==> src/rtl/assert_macros.svh <==
// assertion helpers, included by the tracker rtl
`ifndef ASSERT_MACROS_SVH
`define ASSERT_MACROS_SVH

// property that must hold at every clock edge outside reset
`define GCRT_ASSERT(lbl, clk, rst, prop, msg) \
   lbl: assert property (@(posedge clk) disable iff (rst) prop) else $error(msg);

// condition that must never be seen outside reset
`define GCRT_ASSERT_NEVER(lbl, clk, rst, cond, msg) \
   lbl: assert property (@(posedge clk) disable iff (rst) !(cond)) else $error(msg);

`endif

==> src/rtl/gcrt_pkg.sv <==
// ----------------------------------------------------------------------------
// gcrt_pkg
// Shared constants, codes and types of the grid cell residency tracker.
// ----------------------------------------------------------------------------
package gcrt_pkg;

   localparam int GRID_COLS = 64;
   localparam int GRID_ROWS = 64;
   localparam int CELLS     = GRID_COLS * GRID_ROWS;
   localparam int ADDR_W    = $clog2(CELLS);
   localparam int GRID_MAX  = (GRID_COLS > GRID_ROWS) ? GRID_COLS : GRID_ROWS;
   localparam int COORD_W   = $clog2(GRID_MAX + 1);
   localparam int CNT_W     = 13;
   localparam int CFG_W     = 16;
   localparam int CFG_IDX_W = 3;
   localparam int CFG_NUM   = 8;
   localparam int POS_W     = 32;
   localparam int LOC_W     = 6;
   localparam int EDGE_W    = 36;
   localparam int EDGE_NUM  = 12;
   localparam int EDGE_IDX_W = $clog2(EDGE_NUM);
   localparam int DIV_NUM_W  = EDGE_W - 1;
   localparam int DIV_STEP_W = $clog2(DIV_NUM_W + 1);

   typedef enum logic [1:0] {
      ST_UNLOADED = 2'd0,
      ST_LOADED   = 2'd1,
      ST_SHOWN    = 2'd2,
      ST_HIDDEN   = 2'd3
   } status_type;

   typedef enum logic [CFG_IDX_W-1:0] {
      REG_CELL_WIDTH  = 3'd0,
      REG_CELL_HEIGHT = 3'd1,
      REG_VIEW_UP     = 3'd2,
      REG_VIEW_DOWN   = 3'd3,
      REG_VIEW_LEFT   = 3'd4,
      REG_VIEW_RIGHT  = 3'd5,
      REG_BORDER_X    = 3'd6,
      REG_BORDER_Y    = 3'd7
   } reg_index_type;

   typedef struct packed {
      logic [COORD_W-1:0] x0;
      logic [COORD_W-1:0] y0;
      logic [COORD_W-1:0] x1;
      logic [COORD_W-1:0] y1;
   } rect_type;

   typedef struct packed {
      logic                start;
      logic                ceil_mode;
      logic [EDGE_W-1:0]   dividend;
      logic [CFG_W-1:0]    divisor;
      logic [COORD_W-1:0]  limit;
   } div_req_type;

   typedef struct packed {
      logic               done;
      logic [COORD_W-1:0] quotient;
   } div_rsp_type;

   function automatic logic [ADDR_W-1:0] cell_addr(logic [COORD_W-1:0] row,
                                                   logic [COORD_W-1:0] col);
      return ADDR_W'(int'(row) * GRID_COLS + int'(col));
   endfunction

endpackage

==> src/rtl/gcrt_div.sv <==
// ----------------------------------------------------------------------------
// gcrt_div
// Floor or ceiling division of a rectangle edge by the cell size, one
// quotient bit per cycle, result clamped to [0, limit].
// ----------------------------------------------------------------------------
module gcrt_div (
   input  logic                  clock,
   input  logic                  reset,
   input  gcrt_pkg::div_req_type req,
   output gcrt_pkg::div_rsp_type rsp
);
   import gcrt_pkg::*;

   typedef enum logic [1:0] {D_IDLE, D_RUN, D_FIN} dstate_type;

   dstate_type             state_ff, state_in;
   logic [DIV_NUM_W-1:0]   num_ff, num_in;
   logic [DIV_NUM_W-1:0]   quo_ff, quo_in;
   logic [CFG_W-1:0]       rem_ff, rem_in;
   logic [CFG_W-1:0]       den_ff, den_in;
   logic [DIV_STEP_W-1:0]  step_ff, step_in;
   logic                   ceil_ff, ceil_in;
   logic [COORD_W-1:0]     lim_ff, lim_in;
   logic [COORD_W-1:0]     res_ff, res_in;
   logic                   done_ff, done_in;
   logic [CFG_W:0]         trial;
   logic [CFG_W:0]         diff;
   logic [DIV_NUM_W:0]     qadj;
   logic [EDGE_W-1:0]      num_src;

   always_comb begin
      state_in = state_ff;
      num_in   = num_ff;
      quo_in   = quo_ff;
      rem_in   = rem_ff;
      den_in   = den_ff;
      step_in  = step_ff;
      ceil_in  = ceil_ff;
      lim_in   = lim_ff;
      res_in   = res_ff;
      done_in  = 1'b0;
      trial    = {rem_ff, num_ff[DIV_NUM_W-1]};
      diff     = trial - {1'b0, den_ff};
      qadj     = {1'b0, quo_ff} + (DIV_NUM_W + 1)'(ceil_ff);
      // ceiling of a positive value is floor of (value - 1) plus one
      num_src  = req.dividend - EDGE_W'(req.ceil_mode);
      case (state_ff)
         D_IDLE: begin
            if (req.start) begin
               ceil_in = req.ceil_mode;
               lim_in  = req.limit;
               den_in  = (req.divisor == '0) ? CFG_W'(1) : req.divisor;
               rem_in  = '0;
               quo_in  = '0;
               step_in = '0;
               num_in  = num_src[DIV_NUM_W-1:0];
               // negative edges, and a zero upper edge, clamp to zero
               if (req.dividend[EDGE_W-1] || (req.ceil_mode && req.dividend == '0)) begin
                  res_in  = '0;
                  done_in = 1'b1;
               end else begin
                  state_in = D_RUN;
               end
            end
         end
         D_RUN: begin
            if (!diff[CFG_W]) begin
               rem_in = diff[CFG_W-1:0];
               quo_in = {quo_ff[DIV_NUM_W-2:0], 1'b1};
            end else begin
               rem_in = trial[CFG_W-1:0];
               quo_in = {quo_ff[DIV_NUM_W-2:0], 1'b0};
            end
            num_in  = {num_ff[DIV_NUM_W-2:0], 1'b0};
            step_in = step_ff + DIV_STEP_W'(1);
            if (step_ff == DIV_STEP_W'(DIV_NUM_W - 1)) begin
               state_in = D_FIN;
            end
         end
         D_FIN: begin
            if (qadj > (DIV_NUM_W + 1)'(lim_ff)) begin
               res_in = lim_ff;
            end else begin
               res_in = qadj[COORD_W-1:0];
            end
            done_in  = 1'b1;
            state_in = D_IDLE;
         end
         default: begin
            state_in = D_IDLE;
         end
      endcase
   end

   always_ff @(posedge clock) begin
      if (reset) begin
         state_ff <= D_IDLE;
         done_ff  <= 1'b0;
      end else begin
         state_ff <= state_in;
         done_ff  <= done_in;
      end
      num_ff  <= num_in;
      quo_ff  <= quo_in;
      rem_ff  <= rem_in;
      den_ff  <= den_in;
      step_ff <= step_in;
      ceil_ff <= ceil_in;
      lim_ff  <= lim_in;
      res_ff  <= res_in;
   end

   assign rsp.done     = done_ff;
   assign rsp.quotient = res_ff;
endmodule

==> config.mk <==
export PLATFORM = sky130hd
export DESIGN_NAME = gcrt_div
export DESIGN_NICKNAME = d
export VERILOG_FILES = /design/src/rtl/assert_macros.svh /design/src/rtl/gcrt_pkg.sv /design/src/rtl/gcrt_div.sv
export SDC_FILE = /design/constraint.sdc
export NUM_CORES = 1
export LEC_CHECK = 0
export BUFFER_PORTS_ARGS = -buffer_cell sky130_fd_sc_hd__buf_4
export CORE_AREA = 5 5 161 163
export DETAILED_ROUTE_END_ITERATION = 7
export DIE_AREA = 0 0 166 168
export SYNTH_ARGS = -nofsm -noshare
export SYNTH_HDL_FRONTEND = slang
export SYNTH_SLANG_ARGS = --single-unit
==> constraint.sdc <==
create_clock -name clock -period 3.6 [get_ports clock]
set_input_delay 0.18 -clock clock [delete_from_list [all_inputs] [get_ports clock]]
set_output_delay 0.18 -clock clock [all_outputs]
set_load 0.01 [all_outputs]
## After elaboration in Yosys (flattened, before gate mapping)

Index checks and enable logic that the tools add are counted.

- Register bits: 126
- Bits of input ports: 63
- Output and inout bits: 8
- Word-level logic and storage cells: 54

- Add/subtract/negate cells: 4
- $lt $le $gt $ge: 1
- Equality and inequality tests: 7
- Mux-type cells: 21
- Reduce and logical (&&, ||, !) cells: 11

Operator list:

| kind | number |
|---|---|
| $pmux 35 s2 | 2 |
| $mux 35 | 2 |
| $add 35x1->36 | 1 |
| $gt 36x7->1 | 1 |
| $logic_not 36->1 | 1 |
| $sub 35x1->35 | 1 |
| $mux 16 | 2 |
| $pmux 16 s2 | 1 |
| $mux 7 | 3 |
| $sub 17x16->17 | 1 |
| $logic_not 16->1 | 1 |
| $pmux 7 s2 | 1 |
| $pmux 6 s2 | 1 |
| $ne 2x2->1 const B | 4 |
| $add 6x1->6 const B | 1 |
| $eq 6x6->1 const B | 1 |
| $mux 2 | 3 |
| $mux 6 | 1 |
| $reduce_and 3->1 | 2 |
| $pmux 2 s2 | 1 |
| $reduce_and 2->1 | 2 |
| $reduce_bool 2->1 | 2 |
| $mux 1 | 3 |
| $eq 2x1->1 const B | 1 |
| other kinds (5) | 5 |

## Logic depth before layout (Yosys ltp)

- Depth in word-level cells: 6
- Mapped depth: 15
- Gate-level depth less buffers: 14

## Least setup slack after synthesis

No wires, ideal clock.

- Path kind: register -> register
- From: register state_ff[1]
- To: register num_ff[0], enable pin
- Setup time: 875 ps
- Data arrival time: 2369 ps
- Data required time: 2725 ps
- Setup slack: 356 ps
- Stages on the path, launching flop included: 4
- Path buffers: 1
- Period minus slack after synthesis: 3244 ps
- Cells stage by stage: dfxtp_1 nand2b_1 clkbuf_1 nand2_1

- Word-level cells in the longest chain between the ends: 3
- Elaborated cells on any way between the ends: 5
- Classes of those cells: eq/ne: 2; reduce/logical: 3

Ends and longest elaborated chain:

| element | line | source |
|---|---|---|
| from (decl) | gcrt_div.sv:16 | `dstate_type state_ff, state_in;` |
| from (signal assigned) | gcrt_div.sv:100 | `state_ff <= state_in;` |
| $eq 2x1->1 / $logic_not 2->1 (equally long branches) | gcrt_div.sv:47 | `case (state_ff)` |
| $reduce_bool 2->1 (no line) / $ne 2x2->1 (equally long branches) | - |  |
| $reduce_and 2->1 (no line) (*) | - |  |
| to (signal assigned) | gcrt_div.sv:103 | `num_ff <= num_in;` |
| to (decl) | gcrt_div.sv:17 | `logic [DIV_NUM_W-1:0] num_ff, num_in;` |

Mark *: on every way between the ends. The rest lies on a longest branch, timed or not.
A chain may end at the register's enable or synchronous reset.

## Worst setup path in the final report

- From: register den_ff[0]
- To: register rem_ff[1], data pin

- Word-level cells in the longest chain between the ends: 3

Ends and longest elaborated chain:

| element | line | source |
|---|---|---|
| from (decl) | gcrt_div.sv:20 | `logic [CFG_W-1:0] den_ff, den_in;` |
| from (signal assigned) | gcrt_div.sv:106 | `den_ff <= den_in;` |
| $sub 17x16->17 | gcrt_div.sv:43 | `diff = trial - {1'b0, den_ff};` |
| $mux 16 | gcrt_div.sv:67 | `if (!diff[CFG_W]) begin` |
| $pmux 16 s2 | gcrt_div.sv:47 |  |
| to (signal assigned) | gcrt_div.sv:105 | `rem_ff <= rem_in;` |
| to (decl) | gcrt_div.sv:19 | `logic [CFG_W-1:0] rem_ff, rem_in;` |

No other way between the ends.

==> run_results.csv <==
group,metric,value,unit
route,totalWireLength,15900,um
global_routing,grt_pass1_vias,5457,
timing,slew_headroom,0.311,
global_routing,grt_pass1_wl,26700,um
route,dr.pass1.iters,5,
yosys,yosys_warnings,0,
clock_network,cts.clk_slew.worst_paths,0.06,ns
run_status,outcome,"completed",
worst_setup_path,rr_endpoint,"rem_ff[1]",
yosys,synth_most_common_cell,"edfxtp_1",
floorplanning,die-area,27900,um2
finish,postLayoutCoreUtil,0.379,
flow_run,drv_cap,0,
route,postRouteAntennaNets,0,
min_path,whs_endpoint,"den_ff[0]",
worst_setup_path,critPathKind,"reg -> reg",
worst_setup_path,critPathMaxFanout,20,
floorplanning,start_util,0.308,
yosys,synth_nets,824,
place,dp_cells,1094,
floorplanning,die_x,166,um
yosys,netlist_area,7440,um2
route,vias,5487,
worst_setup_path,cp.required,3.87,ns
min_path,hold_path.class,"in -> reg",
timing,fin_worst_skew,0.00826,ns
finish,finish.net_count,906,
timing,setup_viol,0,
clock_network,clk_latency,0.41,ns
yosys,yosysTopAreaCellShare,0.497,
floorplanning,core,24200,um2
yosys,syn_area_per_cell,10.2,um2
timing,period_share,0.915,
yosys,synthTopCellsByCount,"123 x edfxtp_1, 63 x nor2_1, 62 x nand2_1",
yosys,yosysTopAreaCell,"edfxtp_1",
min_path,holdPathStages,2,
power,p_leak,3.34,nW
clock_network,cts_num_sinks,126,
timing,slew_violations,0,
worst_setup_path,end_kind,"flip-flop",
worst_setup_path,critPathArrivalTime,3.56,ns
timing,fmax,304,MHz
clock_network,cts_buffers,17,
worst_setup_path,reg2reg_slack,0.31,ns
timing,rsz0062_at_grt,"no",
timing,hold_viol_final,0,
route,viasPerCell,4.77,
route,initialDrtViolationCount,241,
yosys,yosys-top-cells-area,"edfxtp_1 50%, ha_1 4.9%, xnor2_1 4.4%",
place,hpwl,11300,um
route,wl_per_cell,13.8,um
place,gp_congestion,0.811,
place,io_buffers,70,
finish,final_cells,1150,
worst_setup_path,timing.rr.start,"den_ff[0]",
yosys,synth_seq_cells,126,
floorplanning,rows,57,
finish,insertedDiodeCount,0,
timing,hold_slack,0.0924,ns
worst_setup_path,r2r_cells,11,
clock_network,htree_num_levels,4,
timing,worst_pin_slew,1.03,ns
finish,fillers,2386,
min_path,min_from,"req[7]",
yosys,synth_cell_types,64,
finish,drive_gt1_frac,0.163,
yosys,synth_edf_count,123,
clock_network,clockRootBuffer,"clkbuf_16",
finish,final_area,9160,um2
clock_network,clk_path_buf_depth,2,
power,ir_drop,0.242,mV
route,route.detailed.drc,0,
global_routing,grt_max_degree,89,
yosys,seq_area_frac_synth,0.505,
global_routing,antenna_found_initial,0,
finish,area_growth,23.1,%
place,post_dp_cell_area,8320,um2
timing,finalSetupTns,0,ns
yosys,synthArstFlopShare,0,
power,cellPowerDensity,471,nW/um2
clock_network,cts_tree,"built",
yosys,ys.flop_type,"edfxtp_1",
global_routing,track_usage,0.116,
global_routing,grt-ovfl-total,0,
floorplanning,ioPinCount,71,
worst_setup_path,cp-start-kind,"flip-flop",
timing,layout_min_cycle_time,3.29,ns
yosys,netlist_instances,731,
floorplanning,die_h,168,um
worst max-delay path by stage:
stage	from	endpoint
6_report	den_ff[0]	rem_ff[1]
3_3_place_gp	quo_ff[0]	res_ff[0]
2_1_floorplan	state_ff[1]	num_ff[0]
4_1_cts	rem_ff[1]	rem_ff[1]
5_1_grt	quo_ff[2]	res_ff[0]
3_5_place_dp	rem_ff[1]	rem_ff[1]
report_power, final:
| part | leakage, nW | switching [mW] | total, mW | internal [mW] |
|---|---|---|---|---|
| Combinational | 1.81 | 0.394 | 0.725 | 0.331 |
| Clock | 0.274 | 0.628 | 1.70 | 1.08 |
| Sequential | 1.26 | 0.0961 | 1.89 | 1.79 |
| Total | 3.34 | 1.12 | 4.32 | 3.20 |
worst max-delay path, stage by stage (launching register included):
cell       delay [ns]
edfxtp_1         0.36
ha_1             0.21
fa_1             0.41
nor2b_1          0.19
o31ai_2          0.12
a2111oi_0        0.65
or4_1            0.21
a31o_2           0.17
xor2_2           0.18
buf_12           0.19
mux2_2           0.34
nor2_1           0.09
cell usage in the layout (no fill, tap or decap), types with 8 or more instances in the layout:
cell and n:
a21oi_1 25, and2_1 30, and3_1 8, buf_4 79, clkbuf_16 17, dlygate4sd3_1 24, edfxtp_1 123, ha_1 29
inv_1 39, mux2i_1 13, nand2_1 61, nand2b_1 9, nand3_1 20, nand4_1 14, nor2_1 62, nor3_1 35
nor4_1 15, o21ai_0 41, or3_1 14, or4_1 9, xnor2_1 37, xor2_1 16
sequential cells by signal, summed over array words and instances (netlist names):
name and count:
lim_ff 7, rem_ff 16, state_ff 2, num_ff 35, res_ff 7, ceil_ff 1, step_ff 6, done_ff 1
den_ff 16, quo_ff 35
repair_timing:
| action | 4_1_cts | 5_1_grt |
|---|---|---|
| setup endpoints to repair | 0 | 13 |
| resized for setup | 0 | 5 |
| setup buffers | 0 | 0 |
| hold endpoints to repair | 26 | 0 |
| hold buffers | 24 | 0 |
routing by layer:
| layer | routed length [um] | part of all wire | track usage |
|---|---|---|---|
| met1 | 7880 | 0.50 | 0.154 |
| met2 | 7100 | 0.45 | 0.186 |
| met3 | 678 | 0.043 | 0.0293 |
| met4 | 260 | 0.016 | 0.0377 |
| met5 | 0 | 0 | 0 |
metrics by stage:
step                setup WS [ns]  total power, mW
finish                      0.306             4.32
global route               0.0258             4.53
CTS                         0.189             4.36
detailed placement          0.205             2.62
global placement            0.338             2.61
floorplan                   0.356             2.39
kinds of logic (layout without fill, tap and decap cells):
kind of cell / Yosys count / after routing / share of synthesized area
AO/OA/AOI/OAI: 114 / 114 / 0.0936
XOR/XNOR: 54 / 54 / 0.0636
adder cells (fa/ha/maj): 30 / 30 / 0.0515
buffers and inverters: 81 / 176 / 0.0432
flip-flops: 126 / 126 / 0.505
multiplexers: 18 / 18 / 0.0251
AND/OR/NAND/NOR: 308 / 308 / 0.218
area by class of cell:
cell class / count / area [um2] / share of cell area
clock buffer: 19 / 433 / 0.0473
clock inverter: 13 / 148 / 0.0161
inverter: 39 / 146 / 0.0160
multi-input combinational: 524 / 3400 / 0.371
sequential: 126 / 3750 / 0.410
tap: 324 / 405 / 0.0443
timing repair buffer: 105 / 873 / 0.0954
Power figures use the tool's default switching activity.
